===== config.mk =====
export PLATFORM = sky130hd
export DESIGN_NAME = backoff_circuit_breaker
export DESIGN_NICKNAME = d
export VERILOG_FILES = /design/src/bcb_pkg.sv /design/src/bcb_csr.sv /design/src/bcb_engine.sv /design/src/backoff_circuit_breaker.sv
export SDC_FILE = /design/constraint.sdc
export NUM_CORES = 1
export LEC_CHECK = 0
export BUFFER_PORTS_ARGS = -buffer_cell sky130_fd_sc_hd__buf_4
export CAP_MARGIN = 5
export CORE_MARGIN = 8
export CORE_UTILIZATION = 43
export DETAILED_ROUTE_END_ITERATION = 10
export SLEW_MARGIN = 5
export SYNTH_ARGS = -nofsm -noshare
export SYNTH_HDL_FRONTEND = slang
export SYNTH_SLANG_ARGS = --single-unit
export TNS_END_PERCENT = 20

===== constraint.sdc =====
create_clock -name clock -period 8.3 [get_ports clock]
set_clock_uncertainty 0.1 [all_clocks]
set_input_delay 1.245 -clock clock [delete_from_list [all_inputs] [get_ports clock]]
set_output_delay 1.245 -clock clock [all_outputs]
set_load 0.1 [all_outputs]

===== src/bcb_pkg.sv =====
// ----------------------------------------------------------------------------
// bcb_pkg
// Types, codes and helpers shared by the backoff circuit breaker modules.
// ----------------------------------------------------------------------------
package bcb_pkg;

   localparam int unsigned CSR_ADDR_WIDTH = 5;
   localparam int unsigned CSR_DATA_WIDTH = 32;

   // Register indexes (byte address / 4)
   localparam logic [2:0] CSR_COOLDOWN_STEP   = 3'd0;
   localparam logic [2:0] CSR_COOLDOWN_CAP    = 3'd1;
   localparam logic [2:0] CSR_DORMANT_PERIOD  = 3'd2;
   localparam logic [2:0] CSR_CPU_LIMIT       = 3'd3;
   localparam logic [2:0] CSR_BACKEND_LIMIT   = 3'd4;
   localparam logic [2:0] CSR_DISK_FREE_MIN   = 3'd5;

   // Register values after reset
   localparam logic [15:0] COOLDOWN_STEP_RST  = 16'd30;
   localparam logic [15:0] COOLDOWN_CAP_RST   = 16'd600;
   localparam logic [15:0] DORMANT_PERIOD_RST = 16'd600;
   localparam logic [9:0]  CPU_LIMIT_RST      = 10'd900;
   localparam logic [9:0]  BACKEND_LIMIT_RST  = 10'd900;
   localparam logic [6:0]  DISK_FREE_MIN_RST  = 7'd5;

   // Request codes
   localparam logic [1:0] REQ_CHECK   = 2'd0;
   localparam logic [1:0] REQ_SUCCESS = 2'd1;
   localparam logic [1:0] REQ_SKIP    = 2'd2;

   // Breaker state codes as seen on the result item
   localparam logic [1:0] STATE_CLOSED  = 2'd0;
   localparam logic [1:0] STATE_OPEN    = 2'd1;
   localparam logic [1:0] STATE_DORMANT = 2'd2;

   localparam logic [7:0] OPEN_TO_DORMANT_SKIPS   = 8'd6;
   localparam logic [7:0] CLOSED_TO_OPEN_SKIPS    = 8'd3;
   localparam logic [7:0] DORMANT_CLOSE_SUCCESSES = 8'd3;
   localparam logic [7:0] COUNT_MAX               = 8'd255;

   typedef enum logic [2:0] {
      MODE_CLOSED  = 3'b001,
      MODE_OPEN    = 3'b010,
      MODE_DORMANT = 3'b100
   } mode_type;

   typedef enum logic [2:0] {
      REASON_CLEAR    = 3'd0,
      REASON_ESTOP    = 3'd1,
      REASON_COOLDOWN = 3'd2,
      REASON_DORMANT  = 3'd3,
      REASON_CPU      = 3'd4,
      REASON_BACKENDS = 3'd5,
      REASON_DISK     = 3'd6,
      REASON_RECORD   = 3'd7
   } reason_type;

   typedef struct packed {
      logic [15:0] cooldown_step_sec;
      logic [15:0] cooldown_cap_sec;
      logic [15:0] dormant_period_sec;
      logic [9:0]  cpu_limit_tenths;
      logic [9:0]  backend_limit_permille;
      logic [6:0]  disk_free_min_pct;
   } cfg_type;

   typedef struct packed {
      logic [1:0]  req_type;
      logic [31:0] now_sec;
      logic [31:0] last_collect_sec;
      logic        emergency_stop;
      logic        cpu_valid;
      logic [9:0]  cpu_load_tenths;
      logic [9:0]  backend_ratio_permille;
      logic        disk_valid;
      logic [9:0]  disk_free_tenths;
   } req_item_type;

   typedef struct packed {
      logic       allowed;
      logic [2:0] reason;
      logic [1:0] breaker_state;
      logic       state_changed;
      logic [7:0] skip_count_out;
      logic [7:0] success_count_out;
   } rsp_item_type;

   function automatic logic [1:0] mode_code(input mode_type mode);
      logic [1:0] code;
      unique case (mode)
         MODE_OPEN:    code = STATE_OPEN;
         MODE_DORMANT: code = STATE_DORMANT;
         default:      code = STATE_CLOSED;
      endcase
      return code;
   endfunction

endpackage


===== src/bcb_csr.sv =====
// ----------------------------------------------------------------------------
// bcb_csr
// APB-style configuration registers of the backoff circuit breaker.
// ----------------------------------------------------------------------------
module bcb_csr
   import bcb_pkg::*;
(
   input  logic                      clock,
   input  logic                      reset,
   input  logic                      psel,
   input  logic                      penable,
   input  logic                      pwrite,
   input  logic [CSR_ADDR_WIDTH-1:0] paddr,
   input  logic [CSR_DATA_WIDTH-1:0] pwdata,
   output logic [CSR_DATA_WIDTH-1:0] prdata,
   output logic                      pready,
   output cfg_type                   cfg
);

   cfg_type    cfg_ff;
   cfg_type    cfg_in;
   logic       wr_en;
   logic [2:0] reg_idx;

   assign pready  = 1'b1;
   assign wr_en   = psel && penable && pwrite && pready;
   assign reg_idx = paddr[CSR_ADDR_WIDTH-1:2];

   always_comb begin
      cfg_in = cfg_ff;
      if (wr_en) begin
         unique case (reg_idx)
            CSR_COOLDOWN_STEP:  cfg_in.cooldown_step_sec      = pwdata[15:0];
            CSR_COOLDOWN_CAP:   cfg_in.cooldown_cap_sec       = pwdata[15:0];
            CSR_DORMANT_PERIOD: cfg_in.dormant_period_sec     = pwdata[15:0];
            CSR_CPU_LIMIT:      cfg_in.cpu_limit_tenths       = pwdata[9:0];
            CSR_BACKEND_LIMIT:  cfg_in.backend_limit_permille = pwdata[9:0];
            CSR_DISK_FREE_MIN:  cfg_in.disk_free_min_pct      = pwdata[6:0];
            default: ;
         endcase
      end
   end

   always_ff @(posedge clock) begin
      if (reset) begin
         cfg_ff.cooldown_step_sec      <= COOLDOWN_STEP_RST;
         cfg_ff.cooldown_cap_sec       <= COOLDOWN_CAP_RST;
         cfg_ff.dormant_period_sec     <= DORMANT_PERIOD_RST;
         cfg_ff.cpu_limit_tenths       <= CPU_LIMIT_RST;
         cfg_ff.backend_limit_permille <= BACKEND_LIMIT_RST;
         cfg_ff.disk_free_min_pct      <= DISK_FREE_MIN_RST;
      end else begin
         cfg_ff <= cfg_in;
      end
   end

   always_comb begin
      unique case (reg_idx)
         CSR_COOLDOWN_STEP:  prdata = {16'd0, cfg_ff.cooldown_step_sec};
         CSR_COOLDOWN_CAP:   prdata = {16'd0, cfg_ff.cooldown_cap_sec};
         CSR_DORMANT_PERIOD: prdata = {16'd0, cfg_ff.dormant_period_sec};
         CSR_CPU_LIMIT:      prdata = {22'd0, cfg_ff.cpu_limit_tenths};
         CSR_BACKEND_LIMIT:  prdata = {22'd0, cfg_ff.backend_limit_permille};
         CSR_DISK_FREE_MIN:  prdata = {25'd0, cfg_ff.disk_free_min_pct};
         default:            prdata = '0;
      endcase
   end

   assign cfg = cfg_ff;

endmodule


===== src/bcb_engine.sv =====
// ----------------------------------------------------------------------------
// bcb_engine
// Breaker state, skip and success counters, and the decision logic for one
// request. State advances on the cycle the item leaves the input register.
// ----------------------------------------------------------------------------
module bcb_engine
   import bcb_pkg::*;
(
   input  logic         clock,
   input  logic         reset,
   input  logic         fire,
   input  req_item_type item,
   input  cfg_type      cfg,
   output rsp_item_type result
);

   mode_type    mode_ff;
   mode_type    mode_in;
   logic [7:0]  skip_ff;
   logic [7:0]  skip_in;
   logic [7:0]  succ_ff;
   logic [7:0]  succ_in;

   logic [32:0] diff;
   logic [31:0] elapsed;
   logic [7:0]  mult;
   logic [23:0] cool;
   logic        cool_done;
   logic [10:0] disk_thr;
   logic [7:0]  skip_inc;
   logic [7:0]  succ_inc;
   reason_type  reason;
   logic        allowed;

   // Elapsed time, clamped at zero when the clock appears to run backwards
   assign diff    = {1'b0, item.now_sec} - {1'b0, item.last_collect_sec};
   assign elapsed = diff[32] ? 32'd0 : diff[31:0];

   assign mult      = (skip_ff == 8'd0) ? 8'd1 : skip_ff;
   assign cool      = 24'(cfg.cooldown_step_sec) * 24'(mult);
   // elapsed >= min(cool, cap) split into two parallel compares
   assign cool_done = (elapsed >= {8'd0, cool}) ||
                      (elapsed >= {16'd0, cfg.cooldown_cap_sec});
   assign disk_thr  = 11'({cfg.disk_free_min_pct, 3'b000}) +
                      11'({cfg.disk_free_min_pct, 1'b0});

   assign skip_inc = (skip_ff == COUNT_MAX) ? skip_ff : skip_ff + 8'd1;
   assign succ_inc = (succ_ff == COUNT_MAX) ? succ_ff : succ_ff + 8'd1;

   always_comb begin
      mode_in = mode_ff;
      skip_in = skip_ff;
      succ_in = succ_ff;
      allowed = 1'b0;
      reason  = REASON_RECORD;
      unique case (item.req_type)
         REQ_CHECK: begin
            if (item.emergency_stop) begin
               reason = REASON_ESTOP;
            end else begin
               unique case (mode_ff)
                  MODE_OPEN: begin
                     if (cool_done) begin
                        mode_in = MODE_CLOSED;
                        allowed = 1'b1;
                        reason  = REASON_CLEAR;
                     end else begin
                        reason = REASON_COOLDOWN;
                     end
                  end
                  MODE_DORMANT: begin
                     if (elapsed < {16'd0, cfg.dormant_period_sec}) begin
                        reason = REASON_DORMANT;
                     end else begin
                        allowed = 1'b1;
                        reason  = REASON_CLEAR;
                     end
                  end
                  default: begin
                     priority if (item.cpu_valid &&
                                  item.cpu_load_tenths > cfg.cpu_limit_tenths) begin
                        reason = REASON_CPU;
                     end else if (!item.cpu_valid &&
                                  item.backend_ratio_permille >
                                  cfg.backend_limit_permille) begin
                        reason = REASON_BACKENDS;
                     end else if (item.disk_valid &&
                                  {1'b0, item.disk_free_tenths} < disk_thr) begin
                        reason = REASON_DISK;
                     end else begin
                        allowed = 1'b1;
                        reason  = REASON_CLEAR;
                     end
                  end
               endcase
            end
         end
         REQ_SUCCESS: begin
            skip_in = 8'd0;
            succ_in = succ_inc;
            priority if (mode_ff == MODE_DORMANT &&
                         succ_inc >= DORMANT_CLOSE_SUCCESSES) begin
               mode_in = MODE_CLOSED;
            end else if (mode_ff == MODE_OPEN) begin
               mode_in = MODE_CLOSED;
            end else begin
               mode_in = mode_ff;
            end
         end
         REQ_SKIP: begin
            succ_in = 8'd0;
            skip_in = skip_inc;
            priority if (mode_ff == MODE_OPEN &&
                         skip_inc >= OPEN_TO_DORMANT_SKIPS) begin
               mode_in = MODE_DORMANT;
            end else if (mode_ff == MODE_CLOSED &&
                         skip_inc >= CLOSED_TO_OPEN_SKIPS) begin
               mode_in = MODE_OPEN;
            end else begin
               mode_in = mode_ff;
            end
         end
         default: ;  // unknown request: state and counters held
      endcase
   end

   always_ff @(posedge clock) begin
      if (reset) begin
         mode_ff <= MODE_CLOSED;
         skip_ff <= 8'd0;
         succ_ff <= 8'd0;
      end else if (fire) begin
         mode_ff <= mode_in;
         skip_ff <= skip_in;
         succ_ff <= succ_in;
      end
   end

   always_comb begin
      result.allowed           = allowed;
      result.reason            = reason;
      result.breaker_state     = mode_code(mode_in);
      result.state_changed     = (mode_in != mode_ff);
      result.skip_count_out    = skip_in;
      result.success_count_out = succ_in;
   end

   a_check_keeps_counts: assert property (@(posedge clock) disable iff (reset)
      fire && item.req_type == REQ_CHECK |=>
         skip_ff == $past(skip_ff) && succ_ff == $past(succ_ff))
      else $error("check item altered the counters");

   a_success_clears_skips: assert property (@(posedge clock) disable iff (reset)
      fire && item.req_type == REQ_SUCCESS |=> skip_ff == 8'd0 && succ_ff != 8'd0)
      else $error("success item did not clear skips or count success");

   a_no_closed_to_dormant: assert property (@(posedge clock) disable iff (reset)
      mode_ff == MODE_CLOSED |=> mode_ff != MODE_DORMANT)
      else $error("breaker went from closed to dormant in one item");

endmodule


===== src/backoff_circuit_breaker.sv =====
// ----------------------------------------------------------------------------
// backoff_circuit_breaker
// Three-state breaker (closed, open, dormant) with linear, capped backoff.
// ----------------------------------------------------------------------------
// Usage:
//   Requests arrive on the req_ channel (req_valid / req_ready / req_item):
//   a check, a record of success or a record of a skip. Every item gives
//   exactly one result on the rsp_ channel (rsp_valid / rsp_ready / rsp_item)
//   with the decision, the reason, the breaker state and both counters.
//   The item sits in the input register, then the decision logic and the
//   breaker state update feed the result register. Throughput is one item
//   per cycle while the receiver keeps rsp_ready high; the breaker state
//   is updated as each item moves on, so back-to-back items see each
//   other's updates.
//   The limits are set through the APB-style port (psel, penable, pwrite,
//   paddr, pwdata, prdata, pready), one register per word; write them only
//   while no item is in flight.
//   Reset (synchronous, active high) closes the breaker, clears both
//   counters, restores the register defaults and empties the pipeline.
//   When the receiver stalls, the result is held and the input register
//   keeps one more item; req_ready drops once both stages are full.
// ----------------------------------------------------------------------------
module backoff_circuit_breaker
   import bcb_pkg::*;
(
   input  logic                      clock,
   input  logic                      reset,
   input  logic                      req_valid,
   output logic                      req_ready,
   input  req_item_type              req_item,
   output logic                      rsp_valid,
   input  logic                      rsp_ready,
   output rsp_item_type              rsp_item,
   input  logic                      psel,
   input  logic                      penable,
   input  logic                      pwrite,
   input  logic [CSR_ADDR_WIDTH-1:0] paddr,
   input  logic [CSR_DATA_WIDTH-1:0] pwdata,
   output logic [CSR_DATA_WIDTH-1:0] prdata,
   output logic                      pready
);

   cfg_type      cfg;
   req_item_type in_item_ff;
   logic         in_valid_ff;
   logic         in_valid_in;
   rsp_item_type rsp_item_ff;
   logic         rsp_valid_ff;
   logic         rsp_valid_in;
   rsp_item_type result;
   logic         req_fire;
   logic         advance;

   bcb_csr u_csr (
      .clock   (clock),
      .reset   (reset),
      .psel    (psel),
      .penable (penable),
      .pwrite  (pwrite),
      .paddr   (paddr),
      .pwdata  (pwdata),
      .prdata  (prdata),
      .pready  (pready),
      .cfg     (cfg)
   );

   bcb_engine u_engine (
      .clock  (clock),
      .reset  (reset),
      .fire   (advance),
      .item   (in_item_ff),
      .cfg    (cfg),
      .result (result)
   );

   // Move an item on when the result register is free or being emptied
   assign advance   = in_valid_ff && (!rsp_valid_ff || rsp_ready);
   assign req_ready = !in_valid_ff || advance;
   assign req_fire  = req_valid && req_ready;

   assign in_valid_in  = req_fire ? 1'b1 : (advance ? 1'b0 : in_valid_ff);
   assign rsp_valid_in = advance ? 1'b1 : (rsp_ready ? 1'b0 : rsp_valid_ff);

   always_ff @(posedge clock) begin
      if (reset) begin
         in_valid_ff  <= 1'b0;
         rsp_valid_ff <= 1'b0;
      end else begin
         in_valid_ff  <= in_valid_in;
         rsp_valid_ff <= rsp_valid_in;
      end
   end

   always_ff @(posedge clock) begin
      if (req_fire) begin
         in_item_ff <= req_item;
      end
      if (advance) begin
         rsp_item_ff <= result;
      end
   end

   assign rsp_valid = rsp_valid_ff;
   assign rsp_item  = rsp_item_ff;

   a_held_item_stays: assert property (@(posedge clock) disable iff (reset)
      in_valid_ff && !advance |=> in_valid_ff && in_item_ff == $past(in_item_ff))
      else $error("stalled item lost from input register");

   a_result_from_advance: assert property (@(posedge clock) disable iff (reset)
      $rose(rsp_valid_ff) |-> $past(advance))
      else $error("result appeared without an item moving on");

endmodule

==> results by group, run 1 <==
Run status
  – Outcome: completed

Clock tree
  – Clock Tree Root: clkbuf_16
  – Cts bufs inserted: 26
  – CTS tree: yes
  – Worst-path clk slew: 0.06 ns
  – Clock net sink count: 217
  – Setup Fix Bufs, Post-CTS: 0
  – Clock latency on the worst-skew pair: 0.57 ns
  – Hold_buf cts: 0
  – Post-CTS resize count: 0
  – Clock Path Buffers: 3
  – CTS HTree Levels: 1

Synthesis
  – Sequential share of the synthesized area: 0.327
  – Async set-reset flop share out of synthesis: 0
  – Distinct cells, synth: 80
  – Cell taking the most area after synthesis: edfxtp_1
  – Share of the synthesized area in the top cell type: 0.214
  – Syn avg cell area: 8.96 um2
  – Synth cell count leaders: inv_1, nand2_1, ha_1
  – Synth top area cells: edfxtp_1, ha_1, dfxtp_1
  – Seq cells post-synth: 217
  – Main synth FF type: edfxtp_1
  – Yosys warns: 0
  – Synth Cell Area: 0.0170 mm2
  – Post-Synthesis Cells: 1,894
  – EDFF count, synth: 121
  – Count leader, synth: inv_1

STA
  – Fin crit period: 7.48 ns
  – Fin. Hold Viols: 0
  – Final Cycle Share: 0.901
  – FMAX: 0.134 GHz
  – Least-Margin Pin Slew: 1.15 ns
  – Final setup fails: 0
  – Final worst slack: 0.820 ns
  – Worst slew margin: 0.231
  – Setup TNS: 0 ns
  – Final Max Slew Viols: 0
  – RSZ-0062 raised after global routing: no

Detailed routing
  – WL final: 43.0 mm
  – Wire per inst: 16.8 um
  – Via-per-instance ratio: 5.30
  – Drt drc: 0
  – Via Count: 13.6k
  – First-pass detailed-route iteration total: 8
  – DR iter-0 viols: 1,110
  – Post-DRT Antenna Nets: 0

Power
  – Power, Total: 3.04 mW
  – PwrDens: 155 mW/mm2
  – VDD IR-drop max: 142 uV
  – Pleak: 8.65 nW

Setup path
  – Crit path from: u_engine.skip_ff[0]$_SDFFE_PP0P_
  – R2r startpoint: u_engine.skip_ff[0]$_SDFFE_PP0P_
  – Nature of the critical path startpoint: flop
  – CP Capture Type: flop
  – Largest fanout on the critical path: 15
  – Arr. time, crit path: 7.69 ns
  – Max incr delay on CP: 0.55 ns
  – Setup Crit Path Kind: reg2reg
  – Slowest CP cell: fa_1
  – WP data required: 8.51 ns

Hold path
  – Hold Crit Start: u_csr.cfg[50]$_SDFFE_PP0P_
  – Hold Crit Class: reg2reg

Finish
  – Layout cells sized above 1: 0.124
  – # nets final: 2,427
  – Post-Layout Cell Count: 2,563
  – Area grow syn2layout: 15.3%
  – Antenna cells: 0
  – Fillers: 3,556

Global route
  – GRT Util Overall: 0.184
  – Largest net degree at the start of global routing: 97
  – Initial antenna violation count: 0
  – GRT Residual Overflow: 0
  – Vias in the first global route: 13.8k
  – First-pass GRT wire length: 70.9 mm

Die
  – Core area: 0.0388 mm2
  – Die ar.: 0.0461 mm2
  – Initial core utilization: 0.437
  – I/O pin count: 201
  – Chip Width: 215 um
  – Die Span Y: 215 um
  – # rows: 72

Placement
  – GPL Wtd Cong: 0.855
  – Placed insts: 2,517
  – Port buffer count: 164
  – Dpl hpwl: 33.2 mm
  – DP Worst Slack: 0.819 ns

Job
  – MaxCap Viol Count: 0
[path summary, 6_finish.rpt]
check | endpoint | slack [ns] | depth (start not counted)
worst max-delay path | rsp_item[18]$_DFFE_PP_ | 0.82 | 33
worst min register to register | u_csr.cfg[50]$_SDFFE_PP0P_ | 0.36 | 2
worst min-delay path | u_csr.cfg[50]$_SDFFE_PP0P_ | 0.36 | 2
worst max register to register | rsp_item[18]$_DFFE_PP_ | 0.82 | 33
[area by class of cell]
cell class,count,area (um2),share of cell area
tap,518,648,0.0331
sequential,217,5560,0.284
timing repair buffer,190,1430,0.0729
inverter,227,852,0.0436
multi-input combinational,1365,10200,0.521
clock inverter,16,220,0.0113
clock buffer,30,666,0.0340
[worst max-delay path: cells and delay by family (launching register included)]
kind	cells	cell delay, ns
compound gates	14	2.58
fa+ha+maj	6	2.22
simple gates	6	0.86
buf+inv	6	0.85
flops	1	0.44
xor+xnor	1	0.17
[flip-flops by register name, summed over array words and instances, names as in the netlist]
name              cells
u_engine.succ_ff      8
in_valid_ff           1
rsp_item             23
u_csr.cfg            75
in_item_ff           98
u_engine.mode_ff      3
u_engine.skip_ff      8
rsp_valid             1
[through the flow]
step | util | hold WS, ns | cell area, um2
after floorplan | - | 0.336 | 17000
after global placement | 0.481 | 0.345 | 18700
after detailed placement | 0.481 | 0.349 | 18700
after CTS | 0.504 | 0.357 | 19600
after global routing | 0.504 | 0.378 | 19600
final | 0.504 | 0.358 | 19600
[placed cells by master, fill, tap and decap left out, types with 24 or more instances in the layout]
cell type / netlist / layout
a211o_1: 24 / 24
a21o_1: 26 / 26
a21oi_1: 168 / 168
and2_1: 92 / 91
buf_4: 17 / 190
clkbuf_16: 0 / 26
dfxtp_1: 96 / 96
edfxtp_1: 121 / 121
fa_1: 86 / 86
ha_1: 171 / 171
inv_1: 227 / 227
mux2i_1: 36 / 36
nand2_1: 214 / 214
nand3_1: 27 / 27
nor2_1: 129 / 129
o21ai_0: 67 / 67
xnor2_1: 28 / 28
[routing by layer]
| layer | up-vias | share of wire | global-route usage |
|---|---|---|---|
| met4 | 0 | 0.029 | 0.0576 |
| met3 | 65 | 0.046 | 0.0289 |
| met2 | 356 | 0.47 | 0.303 |
| met1 | 6466 | 0.46 | 0.246 |
| li1 | 6706 | - | - |
| met5 | - | 0 | 0 |
[kinds of logic after synthesis]
| kind of cell | Yosys count | share of synthesized area |
|---|---|---|
| muxes | 37 | 0.0219 |
| and+or+nand+nor | 596 | 0.168 |
| AOI/OAI and AO/OA | 407 | 0.151 |
| buffers and inverters | 327 | 0.0774 |
| other | 2 | 0.000443 |
| xor gates and xnor gates | 51 | 0.0263 |
| DFF | 217 | 0.327 |
| adders and majority gates | 257 | 0.228 |
[power by group]
part,leakage (nW),internal [mW],switching (mW)
clock network,0.418,0.704,0.483
logic,6.28,0.235,0.418
registers,1.95,1.18,0.0181
Note: power is estimated with default switching activity, not from simulation.
==> inputs of run 2 (changes only) <==
--- a/config.mk
+++ b/config.mk
@@ -10,6 +10,7 @@
 export CORE_MARGIN = 8
 export CORE_UTILIZATION = 43
 export DETAILED_ROUTE_END_ITERATION = 10
+export PLACE_DENSITY_LB_ADDON = 0.12
 export SLEW_MARGIN = 5
 export SYNTH_ARGS = -nofsm -noshare
 export SYNTH_HDL_FRONTEND = slang
==> results by group, run 2 (synthesis results as in run 1) <==
Detailed routing
  – Wire per inst: 16.9 um
  – Drt drc: 0
  – Post-DRT Antenna Nets: 0
  – DR iter-0 viols: 929
  – WL final: 43.1 mm
  – Via Count: 13.3k
  – Via-per-instance ratio: 5.22
  – First-pass detailed-route iteration total: 5

Global route
  – Initial antenna violation count: 0
  – GRT Residual Overflow: 0
  – First-pass GRT wire length: 70.9 mm
  – GRT Util Overall: 0.184
  – Vias in the first global route: 13.6k
  – Largest net degree at the start of global routing: 97

Setup path
  – Max incr delay on CP: 0.53 ns
  – Largest fanout on the critical path: 10
  – Setup Crit Path Kind: reg2reg
  – Arr. time, crit path: 7.82 ns
  – Nature of the critical path startpoint: flop
  – CP Capture Type: flop
  – R2r startpoint: u_engine.skip_ff[7]$_SDFFE_PP0P_
  – WP data required: 8.49 ns
  – CP endpoint: rsp_item[18]$_DFFE_PP_
  – Slowest CP cell: fa_1
  – Crit path from: u_engine.skip_ff[7]$_SDFFE_PP0P_
  – Worst r2r dst: rsp_item[18]$_DFFE_PP_
  – Worst r2r path cells: 34
  – Reg2Reg Setup Slack: 0.66 ns

Die
  – Die Span Y: 215 um
  – Chip Width: 215 um
  – # rows: 72
  – Die ar.: 0.0461 mm2
  – Initial core utilization: 0.437
  – Core area: 0.0388 mm2
  – I/O pin count: 201

Run status
  – Outcome: completed

Job
  – MaxCap Viol Count: 0

Hold path
  – Hold Crit Class: reg2reg
  – Hold Crit Start: u_csr.cfg[50]$_SDFFE_PP0P_

Finish
  – Area grow syn2layout: 14.2%
  – Layout cells sized above 1: 0.121
  – Most frequent cells in the layout: inv_1, nand2_1, buf_4
  – Max reg flops: 98
  – # nets final: 2,423
  – Antenna cells: 0
  – Top reg by flops: in_item_ff
  – Post-Layout Cell Count: 2,558
  – Most common cell after layout, fill and taps aside: inv_1

Clock tree
  – Worst-path clk slew: 0.06 ns
  – Clock Tree Root: clkbuf_16
  – CTS HTree Levels: 1
  – Clock latency on the worst-skew pair: 0.54 ns
  – Clock net sink count: 217
  – Hold_buf cts: 0
  – Post-CTS resize count: 0
  – Clock Path Buffers: 3
  – Setup Fix Bufs, Post-CTS: 0
  – CTS tree: yes
  – Cts bufs inserted: 25

STA
  – Final Max Slew Viols: 0
  – Worst slew margin: 0.212
  – Least-Margin Pin Slew: 1.18 ns
  – Setup TNS: 0 ns
  – Fin. Hold Viols: 0
  – RSZ-0062 raised after global routing: no
  – FMAX: 0.131 GHz
  – Final Cycle Share: 0.920
  – Fin crit period: 7.64 ns
  – Final setup fails: 0

Placement
  – GPL Wtd Cong: 0.875
  – Port buffer count: 164
  – Dpl hpwl: 33.5 mm
  – Placed insts: 2,514

Power
  – PwrDens: 148 mW/mm2
  – VDD IR-drop max: 142 uV
  – Power, Total: 2.88 mW
  – Pleak: 8.59 nW
==> run 2: stage by stage <==
stage	util	instance area (um2)	worst slack (ns)	hold WS, ns
2_1_floorplan	-	17000	1.10	0.336
3_3_place_gp	0.480	18600	0.642	0.346
6_report	0.499	19400	0.663	0.356
4_1_cts	0.499	19400	0.562	0.358
5_1_grt	0.499	19400	0.0263	0.380
3_5_place_dp	0.480	18600	0.584	0.350
==> run 2: area by class of cell <==
cell class / count / area [um2]
fillers: 3658 / 19400
multi-input cells: 1365 / 10200
flip-flops and latches: 217 / 5560
repair buffers: 187 / 1400
inverters: 227 / 852
clock buffers: 32 / 652
well taps: 518 / 648
clock inverters: 12 / 90.1
==> run 2: metal layers <==
layer | track usage | vias to the layer above | routed length (um)
li1 | - | 6692 | -
met1 | 0.250 | 6301 | 20400
met2 | 0.299 | 293 | 19700
met3 | 0.0299 | 57 | 1870
met4 | 0.0553 | 0 | 1110
met5 | 0 | - | 0
==> run 2: how the worst min path moves through the flow <==
| stage | end | slack [ns] | cells past startpoint |
|---|---|---|---|
| final | u_csr.cfg[50]$_SDFFE_PP0P_ | 0.36 | 2 |
| after global routing | u_csr.cfg[50]$_SDFFE_PP0P_ | 0.38 | 2 |
| after CTS | u_csr.cfg[50]$_SDFFE_PP0P_ | 0.36 | 2 |
| after detailed placement | u_csr.cfg[50]$_SDFFE_PP0P_ | 0.35 | 2 |
| after global placement | u_csr.cfg[50]$_SDFFE_PP0P_ | 0.35 | 2 |
| after floorplan | u_csr.cfg[50]$_SDFFE_PP0P_ | 0.34 | 2 |
==> run 2: power breakdown <==
group	leakage [nW]	switching, mW	total (mW)	internal, mW
combinational	6.27	0.417	0.648	0.231
clock	0.370	0.445	1.03	0.585
sequential	1.95	0.0183	1.20	1.18
==> run 2: critical path: cells and delay by family, from the launching register on <==
kind / cells / cell delay, ns
xor gates and xnor gates: 1 / 0.17
AOI/OAI and AO/OA: 15 / 2.97
and+or+nand+nor: 9 / 1.55
adders and majority gates: 5 / 1.84
buffers and inverters: 4 / 0.35
DFF: 1 / 0.41
